`src/tpps_pkg.sv`:
```
// Package: shared types and constants for the timed point path smoother.
package tpps_pkg;

  localparam int unsigned FuturePointsDefault = 2;
  localparam logic [31:0] MoveEpsilonReset = 32'd66;
  localparam int unsigned TimeW = 32;
  localparam int unsigned CoordW = 32;
  localparam int unsigned FracW = 16;
  localparam int unsigned InW = 168;
  localparam int unsigned OutW = 104;

  typedef enum logic [1:0] {
    MODE_ADD = 2'd0,
    MODE_ADV = 2'd1,
    MODE_CLR = 2'd2,
    MODE_NOP = 2'd3
  } mode_t;

  typedef struct packed {
    logic [31:0] t;
    logic signed [31:0] x;
    logic signed [31:0] y;
    logic signed [31:0] z;
    logic fl;
  } point_t;

  typedef enum logic [3:0] {
    ST_IDLE,
    ST_UPDATE,
    ST_ADV_STEP,
    ST_EVAL,
    ST_DIV,
    ST_MUL,
    ST_ADD_SHIFT,
    ST_FINISH,
    ST_OUT
  } state_t;

  typedef struct packed {
    logic start;
    logic [31:0] num;
    logic [31:0] den;
  } div_req_t;

  typedef struct packed {
    logic done;
    logic [FracW-1:0] quo;
  } div_rsp_t;

endpackage

```
`src/tpps_div.sv`:
```
// Bit-serial restoring divider: floor((num << 16) / den), one quotient bit per cycle.
module tpps_div (
  input  logic                clk,
  input  logic                rst,
  input  tpps_pkg::div_req_t  req,
  output tpps_pkg::div_rsp_t  rsp
);

  localparam int unsigned CntW = $clog2(tpps_pkg::FracW + 1);

  logic [32:0] rem;
  logic [32:0] rem_next;
  logic [31:0] den;
  logic [tpps_pkg::FracW-1:0] quo;
  logic [CntW-1:0] cnt;
  logic busy;
  logic done;
  logic [32:0] trial;

  // num < den is guaranteed, so the integer quotient bits are all zero
  always_comb begin
    trial = {rem[31:0], 1'b0} - {1'b0, den};
    rem_next = trial[32] ? {rem[31:0], 1'b0} : trial;
  end

  always_ff @(posedge clk) begin
    if (rst) begin
      busy <= 1'b0;
      cnt <= '0;
      done <= 1'b0;
    end else begin
      done <= 1'b0;
      if (req.start) begin
        busy <= 1'b1;
        cnt <= CntW'(tpps_pkg::FracW);
      end else if (busy) begin
        cnt <= cnt - 1'b1;
        if (cnt == CntW'(1)) begin
          busy <= 1'b0;
          done <= 1'b1;
        end
      end
    end
  end

  always_ff @(posedge clk) begin
    if (req.start) begin
      rem <= {1'b0, req.num};
      den <= req.den;
    end else if (busy) begin
      rem <= rem_next;
      quo <= {quo[tpps_pkg::FracW-2:0], ~trial[32]};
    end
  end

  assign rsp = {done, quo};

  as_done_after_busy: assert property (@(posedge clk) disable iff (rst)
    rsp.done |-> $past(busy)) else $error("divider done without busy");
  as_no_start_busy: assert property (@(posedge clk) disable iff (rst)
    req.start |-> !busy) else $error("divider restarted while busy");
  as_den_nonzero: assert property (@(posedge clk) disable iff (rst)
    req.start |-> req.den != 32'd0) else $error("divider zero divisor");

endmodule

```
`src/tpps_lerp.sv`:
```
// Shift-add lerp: past + round((now - past) * f / 65536), one frac bit per cycle of step.
module tpps_lerp (
  input  logic                               clk,
  input  logic                               start,
  input  logic                               step,
  input  logic [tpps_pkg::FracW-1:0]         frac,
  input  logic signed [tpps_pkg::CoordW-1:0] past_c,
  input  logic signed [tpps_pkg::CoordW-1:0] now_c,
  output logic signed [tpps_pkg::CoordW-1:0] result
);

  localparam int unsigned AccW = tpps_pkg::CoordW + 1 + tpps_pkg::FracW + 1;

  logic signed [tpps_pkg::CoordW:0] d;
  logic signed [AccW-1:0] acc;
  logic [tpps_pkg::FracW-1:0] f;
  logic signed [AccW-1:0] rounded;

  // acc accumulates d*f shifted: process f from MSB, acc = acc*2 + d*bit
  always_ff @(posedge clk) begin
    if (start) begin
      d <= {now_c[tpps_pkg::CoordW-1], now_c} - {past_c[tpps_pkg::CoordW-1], past_c};
      f <= frac;
      acc <= '0;
    end else if (step) begin
      acc <= (acc <<< 1) + (f[tpps_pkg::FracW-1] ? AccW'(d) : '0);
      f <= {f[tpps_pkg::FracW-2:0], 1'b0};
    end
  end

  always_comb begin
    rounded = acc + AccW'(signed'(33'sd32768));
    result = past_c + tpps_pkg::CoordW'(rounded >>> tpps_pkg::FracW);
  end

endmodule

```
`src/timed_point_path_smoother.sv`:
```
// Top level: timed point path smoother with serial divider and serial interpolators.
//  channel | dir | fields (low bit up)
//  s_axis  | in  | tdata: mode, point_time, point_x, point_y, point_z, point_on_floor, period
//  m_axis  | out | tdata: valid_res, pos_x, pos_y, pos_z, on_floor, moving
//  cfg     | in  | cfg_wr_en, cfg_wr_data: move_epsilon
// Interpolation runs the serial divider and then the shift-add interpolators; a forced-in add
// can interpolate twice, once for the forced-in point and once for the result.
// Without interpolation an item goes from evaluation straight to output; an add may first shift
// its point in, and an advance first moves along the path step by step (up to FUTURE_POINTS + 2 steps).
// Reset clears all point state and sets move_epsilon to 66.
// One item at a time; the result register holds until taken, a new item is accepted then.
module timed_point_path_smoother #(
  parameter int unsigned FUTURE_POINTS = tpps_pkg::FuturePointsDefault
) (
  input  logic                     clk,
  input  logic                     rst,
  input  logic                     s_axis_tvalid,
  output logic                     s_axis_tready,
  input  logic [tpps_pkg::InW-1:0] s_axis_tdata,  // mode, point_time, x, y, z, on_floor, period
  output logic                     m_axis_tvalid,
  input  logic                     m_axis_tready,
  output logic [tpps_pkg::OutW-1:0] m_axis_tdata, // valid_res, pos_x, pos_y, pos_z, on_floor, moving
  input  logic                     cfg_wr_en,
  input  logic [31:0]              cfg_wr_data
);

  localparam int unsigned IdxW = (FUTURE_POINTS > 1) ? $clog2(FUTURE_POINTS) : 1;
  localparam int unsigned IterW = $clog2(FUTURE_POINTS + 3);
  localparam int unsigned Last = FUTURE_POINTS - 1;
  localparam int unsigned LerpCycles = tpps_pkg::FracW;

  tpps_pkg::state_t state, state_next;

  logic [31:0] move_epsilon;
  tpps_pkg::point_t fut [FUTURE_POINTS];
  tpps_pkg::point_t past, now;
  logic [31:0] play_time;

  logic [1:0] mode;
  tpps_pkg::point_t pin;
  logic [31:0] period;

  logic [IterW-1:0] iter;
  logic [4:0] lcnt;
  logic mid_pending;   // evaluation is for forcing in an unused future point
  logic [31:0] mid_time;

  tpps_pkg::div_req_t dreq;
  tpps_pkg::div_rsp_t drsp;
  logic [tpps_pkg::FracW-1:0] frac;
  logic lerp_start;
  logic lerp_step;
  logic signed [31:0] lx, ly, lz;
  logic signed [31:0] ex, ey, ez;

  logic valid_st;
  logic accept;
  logic dup, in_past, force_in;
  logic [32:0] nt;
  logic [IdxW-1:0] j;
  logic j_found;
  logic [32:0] play_sum;
  logic interp;
  logic [31:0] dx, dy, dz;

  assign accept = s_axis_tvalid && s_axis_tready;
  assign valid_st = past.t != 32'd0 && now.t != 32'd0;

  always_comb begin
    dup = fut[Last].t == pin.t && fut[Last].x == pin.x && fut[Last].y == pin.y
          && fut[Last].z == pin.z;
    in_past = pin.t <= now.t;
    force_in = valid_st && fut[0].t > now.t;
    nt = {1'b0, fut[0].t} - ({1'b0, now.t} - {1'b0, play_time});
    if (nt[32]) begin
      nt = {1'b0, ({1'b0, now.t} < {1'b0, play_time}) ? 32'hFFFF_FFFF : 32'd0};
    end
    j = '0;
    j_found = 1'b0;
    for (int i = FUTURE_POINTS - 1; i >= 0; i--) begin
      if (fut[i].t > now.t) begin
        j = IdxW'(i);
        j_found = 1'b1;
      end
    end
    play_sum = {1'b0, play_time} + {1'b0, period};
    interp = valid_st && !(play_time < past.t) && !(now.t <= past.t || play_time >= now.t);
  end

  // next state
  always_comb begin
    state_next = state;
    case (state)
      tpps_pkg::ST_IDLE: if (accept) state_next = tpps_pkg::ST_UPDATE;
      tpps_pkg::ST_UPDATE: begin
        case (tpps_pkg::mode_t'(mode))
          tpps_pkg::MODE_ADD: begin
            if (dup || in_past || force_in) state_next = tpps_pkg::ST_EVAL;
            else state_next = tpps_pkg::ST_ADD_SHIFT;
          end
          tpps_pkg::MODE_ADV: state_next = tpps_pkg::ST_ADV_STEP;
          default: state_next = tpps_pkg::ST_EVAL;
        endcase
      end
      tpps_pkg::ST_ADV_STEP: begin
        if (period == 32'd0 || iter == IterW'(FUTURE_POINTS + 2) || !(play_time > now.t)
            || !j_found) state_next = tpps_pkg::ST_FINISH;
      end
      tpps_pkg::ST_FINISH: state_next = tpps_pkg::ST_EVAL;
      tpps_pkg::ST_EVAL: state_next = interp ? tpps_pkg::ST_DIV : tpps_pkg::ST_MUL;
      tpps_pkg::ST_DIV: if (drsp.done) state_next = tpps_pkg::ST_MUL;
      tpps_pkg::ST_MUL: begin
        if (!interp || lcnt == 5'd0) begin
          state_next = mid_pending ? tpps_pkg::ST_ADD_SHIFT : tpps_pkg::ST_OUT;
        end
      end
      tpps_pkg::ST_ADD_SHIFT: state_next = tpps_pkg::ST_EVAL;
      tpps_pkg::ST_OUT: if (m_axis_tready) state_next = tpps_pkg::ST_IDLE;
      default: state_next = tpps_pkg::ST_IDLE;
    endcase
  end

  // outputs
  always_comb begin
    s_axis_tready = state == tpps_pkg::ST_IDLE;
    m_axis_tvalid = state == tpps_pkg::ST_OUT;
    dreq.start = state == tpps_pkg::ST_EVAL && interp;
    dreq.num = play_time - past.t;
    dreq.den = now.t - past.t;
    lerp_start = state == tpps_pkg::ST_DIV && drsp.done;
    lerp_step = state == tpps_pkg::ST_MUL && lcnt != 5'd0;
    frac = drsp.quo;
  end

  always_comb begin
    if (!valid_st) begin
      ex = '0; ey = '0; ez = '0;
    end else if (play_time < past.t) begin
      ex = past.x; ey = past.y; ez = past.z;
    end else if (!interp) begin
      ex = now.x; ey = now.y; ez = now.z;
    end else begin
      ex = lx; ey = ly; ez = lz;
    end
    dx = (past.x > now.x) ? 32'(past.x - now.x) : 32'(now.x - past.x);
    dy = (past.y > now.y) ? 32'(past.y - now.y) : 32'(now.y - past.y);
    dz = (past.z > now.z) ? 32'(past.z - now.z) : 32'(now.z - past.z);
  end

  always_ff @(posedge clk) begin
    if (rst) begin
      state <= tpps_pkg::ST_IDLE;
      move_epsilon <= tpps_pkg::MoveEpsilonReset;
      for (int i = 0; i < FUTURE_POINTS; i++) fut[i] <= '0;
      past <= '0;
      now <= '0;
      play_time <= '0;
      mid_pending <= 1'b0;
      iter <= '0;
      lcnt <= '0;
    end else begin
      state <= state_next;
      if (cfg_wr_en) move_epsilon <= cfg_wr_data;
      case (state)
        tpps_pkg::ST_IDLE: begin
          iter <= '0;
          mid_pending <= 1'b0;
        end
        tpps_pkg::ST_UPDATE: begin
          if (tpps_pkg::mode_t'(mode) == tpps_pkg::MODE_CLR
              || (tpps_pkg::mode_t'(mode) == tpps_pkg::MODE_ADD && !dup && in_past)) begin
            for (int i = 0; i < FUTURE_POINTS; i++) fut[i] <= '0;
            past <= '0;
            now <= '0;
            play_time <= '0;
          end else if (tpps_pkg::mode_t'(mode) == tpps_pkg::MODE_ADD) begin
            if (!dup && force_in) begin
              mid_pending <= 1'b1;
              mid_time <= nt[31:0];
            end
          end else if (tpps_pkg::mode_t'(mode) == tpps_pkg::MODE_ADV && period != 32'd0) begin
            play_time <= play_sum[32] ? 32'hFFFF_FFFF : play_sum[31:0];
          end
        end
        tpps_pkg::ST_ADV_STEP: begin
          if (period != 32'd0 && iter != IterW'(FUTURE_POINTS + 2) && play_time > now.t) begin
            iter <= iter + 1'b1;
            past <= now;
            if (j_found) now <= fut[j];
            else play_time <= now.t;
          end
        end
        tpps_pkg::ST_FINISH: begin
          if (play_time < past.t) play_time <= past.t;
        end
        tpps_pkg::ST_DIV: lcnt <= 5'(LerpCycles);
        tpps_pkg::ST_MUL: if (lcnt != 5'd0) lcnt <= lcnt - 1'b1;
        tpps_pkg::ST_ADD_SHIFT: begin
          if (tpps_pkg::mode_t'(mode) == tpps_pkg::MODE_ADD) begin
            if (mid_pending) begin
              mid_pending <= 1'b0;
              play_time <= mid_time;
              past.t <= mid_time;
              past.x <= ex; past.y <= ey; past.z <= ez;
              now <= fut[0];
            end
            for (int i = 0; i < Last; i++) fut[i] <= fut[i + 1];
            fut[Last] <= pin;
            if ((mid_pending ? fut[0].t : now.t) == 32'd0) begin
              play_time <= pin.t;
              past <= pin;
              now <= pin;
            end
          end
        end
        default: ;
      endcase
    end
  end

  always_ff @(posedge clk) begin
    if (accept) begin
      mode <= s_axis_tdata[1:0];
      pin.t <= s_axis_tdata[33:2];
      pin.x <= s_axis_tdata[65:34];
      pin.y <= s_axis_tdata[97:66];
      pin.z <= s_axis_tdata[129:98];
      pin.fl <= s_axis_tdata[130];
      period <= s_axis_tdata[162:131];
    end
    if (state == tpps_pkg::ST_MUL && !mid_pending) begin
      m_axis_tdata <= {
        5'b00000,
        (play_time >= past.t && play_time <= now.t && past.t < now.t
          && (dx > move_epsilon || dy > move_epsilon || dz > move_epsilon)),
        valid_st && past.fl && now.fl,
        ez, ey, ex, valid_st};
    end
  end

  tpps_div u_div (.clk(clk), .rst(rst), .req(dreq), .rsp(drsp));

  tpps_lerp u_lerp_x (.clk(clk), .start(lerp_start), .step(lerp_step), .frac(frac),
                      .past_c(past.x), .now_c(now.x), .result(lx));
  tpps_lerp u_lerp_y (.clk(clk), .start(lerp_start), .step(lerp_step), .frac(frac),
                      .past_c(past.y), .now_c(now.y), .result(ly));
  tpps_lerp u_lerp_z (.clk(clk), .start(lerp_start), .step(lerp_step), .frac(frac),
                      .past_c(past.z), .now_c(now.z), .result(lz));

  as_one_side: assert property (@(posedge clk) disable iff (rst)
    !(s_axis_tready && m_axis_tvalid)) else $error("input open while result pending");
  as_out_follows: assert property (@(posedge clk) disable iff (rst)
    m_axis_tvalid && !m_axis_tready |=> m_axis_tvalid) else $error("result dropped");
  as_iter_bound: assert property (@(posedge clk) disable iff (rst)
    iter <= IterW'(FUTURE_POINTS + 2)) else $error("advance overran");

endmodule

```
`config.mk`:
```
export PLATFORM = sky130hd
export DESIGN_NAME = timed_point_path_smoother
export DESIGN_NICKNAME = d
export VERILOG_FILES = /design/src/tpps_pkg.sv /design/src/tpps_div.sv /design/src/tpps_lerp.sv /design/src/timed_point_path_smoother.sv
export SDC_FILE = /design/constraint.sdc
export NUM_CORES = 2
export LEC_CHECK = 0
export ABC_AREA = 1
export CAP_MARGIN = 20
export CORE_UTILIZATION = 35
export CTS_CLUSTER_DIAMETER = 120
export DETAILED_ROUTE_END_ITERATION = 6
export DONT_BUFFER_PORTS = 1
export PLACE_DENSITY_LB_ADDON = 0.2
export RECOVER_POWER = 100
export SYNTH_ARGS = -nofsm -noshare
export SYNTH_HDL_FRONTEND = slang
export SYNTH_SLANG_ARGS = --single-unit
```
`constraint.sdc`:
```
create_clock -name clk -period 41.8 [get_ports clk]
set_input_delay 8.36 -clock clk [delete_from_list [all_inputs] [get_ports clk]]
set_output_delay 8.36 -clock clk [all_outputs]
set_load 0.01 [all_outputs]
```
==> reports/summary.txt <==
grt total ovfl: 0
max_slew headroom: -517%
register area share after synthesis: 32.5%
Hold Path Class: reg -> reg
setup total negative slack: 0 ns
RSZ-0062 raised after global routing: false
proportion of layout cells with a drive suffix above 1: 2.76%
Max Fanout on Critical Path: 152
Worst Setup Path Type: in -> reg
Post-CTS Setup Bufs: 0
clk_lat worst skew: 0.93 ns
count of nets after finishing: 15100
CP endpoint kind: flip-flop
area grow syn2layout: 8.78%
post-CTS sizing: 0
yosys warns: 0
placer's final routability congestion estimate: 1.02
routed wire length: 400000 um
vias in the first global route: 87800
largest net degree at the start of global routing: 161
Pre-antenna DRT Iters: 6
root buffer cell: clkbuf_16
fin crit share: 49.6%
Die Y: 534 um
All-Layer GR Usage: 27.1%
antenna viol nets, final: 0
WHS Path Cells: 0
post-synthesis adder-cell area fraction: 11.3%
commonest non-fill, non-tap cell in the layout: nand2_1
port bufs: 0
Post-route DRC: 0
Worst Skew: 0.121 ns
Core Rows: 194
simple-gate portion of the synthesized area: 25.3%
commonest non-fill, non-tap cells in the layout: nand2_1 (3607), inv_1 (1897), nor2_1 (1860)
Reg2Reg Depth: 13
Max Freq: 48.2 MHz
register bit total from synthesis: 1233
Reg clk slew, reported paths: 0.06 ns
core area: 280000 um^2
Post-CTS Hold Buffers: 0
Ports: 311
Post-DP HPWL: 319000 um
Synth cell types: 61
failing checks: capacitance limit, slew limit
crit-path most repeated cell: clkbuf_1
vias per cell: 5.25
outcome: finished with violations
final number of max-transition violations: 2166
DIE WIDTH: 534 um
total number of vias: 93800
clock sinks: 1233
critical-path cell list: clkinvlp_2 > o211ai_1 > clkbuf_1 > clkbuf_1
first-pass GRT wire length: 580000 um
Synth Area in Compound Gates: 16.2%
WP buf/inv: 3
worst-margin pin slew: 9.25 ns
max-cap violations: 35
mux cell area share after synthesis: 0%
largest family of logic cells by synthesized area: simple AND/OR/NAND/NOR gates
DRT iter0 DRCs: 8849
Initial Util: 35.3%
post-synthesis xor/xnor area fraction: 5.29%
Hold Violations, Final: 0
final setup fails: 0
crit path DAT: 20.97 ns
Startpoint Class: primary input
Clock H-tree levels: 4
CTS tree: done
Max Buffers Root-to-Sink: 4
syn_area_per_cell: 6.95 um^2
Die ar.: 285000 um^2
drt wl/cell: 22.4 um
synthesized cell area: 98900 um^2
Cells after Synth: 14200
delay-heaviest family, CP: buffers and inverters
CP max stage delay: 6.09 ns
worst path required time: 42.02 ns
CTS Buf Count: 162
Slowest-stage cell, CP: clkbuf_1
Crit. path cell count: 4
Final min period: 20.75 ns
antenna violations before repair: 31
==> state kept, by name, summed over array words and instances (netlist names), 3 cells and up <==
register      count
fut             258
now             129
past            129
pin             129
m_axis_tdata     99
u_lerp_x.acc     48
u_lerp_y.acc     48
u_lerp_z.acc     48
u_lerp_x.d       33
u_lerp_y.d       33
u_lerp_z.d       33
mid_time         32
move_epsilon     32
period           32
play_time        32
u_div.den        32
u_div.rem        32
u_div.quo        16
u_lerp_z.f       14
lcnt              5
u_div.cnt         5
state             4
iter              3
==> per-stage QoR <==
step           cells  hold WS, ns  area [um^2]  setup WS [ns]  utilization, %
6_report       17900        0.433       108000          21.05            38.4
4_1_cts        17900        0.424       108000          31.28            38.5
3_5_place_dp   17600        0.433       102000          30.55            36.5
5_1_grt        17900        0.428       108000          20.40            38.4
3_3_place_gp   17600        0.430       102000          30.51            36.5
2_1_floorplan  14200        0.426        99000          24.35               -
==> worst paths after layout <==
path                              endpoint  slack, ns              startpoint
setup / recovery  fut[1][99]$_SDFFCE_PN0P_      21.05                     rst
hold / removal      u_div.quo[2]$_DFFE_PP_       0.43  u_div.quo[1]$_DFFE_PP_
setup reg to reg  fut[1][99]$_SDFFCE_PN0P_      29.22   now[122]$_SDFFE_PP0P_
hold reg to reg     u_div.quo[2]$_DFFE_PP_       0.43  u_div.quo[1]$_DFFE_PP_
==> worst register-to-register path, cell delays in order, from the launching register on <==
cell	delay, ns
dfxtp_1	0.63
inv_1	0.33
ha_1	0.40
nand4_1	0.09
nor3_1	0.42
and3_1	0.36
nand3b_1	0.10
nand2_1	0.40
nand2_1	0.15
nand2_1	0.11
nand2_1	0.26
o211ai_1	0.44
clkbuf_1	1.74
clkbuf_1	6.10
==> cells by family (layout without fill, tap and decap cells) <==
group | after synthesis | after routing
AOI/OAI and AO/OA | 2839 | 2839
xor gates and xnor gates | 597 | 597
adders and majority gates | 864 | 864
buffers and inverters | 2417 | 2316
DFF | 1233 | 1233
other | 1 | 15
and+or+nand+nor | 6290 | 6290
==> routing by layer <==
layer  vias up  part of all wire [%]  global-route usage (%)
li1      46200                     -                       -
met4        22                   4.9                    11.7
met3       658                   7.4                    4.20
met2      3149                    43                    42.1
met5         -                 0.039                       0
met1     43800                    45                    37.3
==> synthesized netlist by cell type, drive strengths merged <==
cell,number,area (um^2)
a2111oi,3,26.3
o21a,60,450
a211o,1,8.76
o311ai,6,52.6
xnor2,211,1850
nor2,1868,7040
a31oi,70,453
edfxtp,747,22400
a31o,10,87.6
o31ai,16,120
o21bai,136,1020
o21ai,1034,5180
nand2,3613,13600
nand3,415,2090
xor2,386,3390
a21o,80,601
or2,22,138
a211oi,16,120
nand4,168,1050
ha,816,10200
a21oi,1056,5290
o211ai,57,428
nor3,122,632
conb,1,3.75
a21boi,28,210
a311oi,1,8.76
nor4,43,269
a221oi,10,87.6
clkbuf,301,1130
o2111ai,19,166
o221ai,21,184
dfxtp,486,9730
clkinv,1,3.75
buf,170,883
a22oi,114,856
and3,12,75.1
inv,1945,7300
and2,3,18.8
o22ai,101,632
nand3b,19,143
nor3b,4,30.0
fa,48,961
nand2b,1,6.26
==> layout make-up <==
type	instances	area [um^2]
Timing Repair Buffer	73	440
Multi-Input combinational cell	10600	57500
Fill cell	30200	173000
Tap cell	3724	4660
Clock inverter	104	1280
Sequential cell	1233	32200
Antenna cell	10	25.0
Clock buffer	193	4250
Inverter	1946	7320
Power is left out: the tool's default activity adds up to more than one toggle a clock period on the data nets, which glitch-free logic cannot reach.
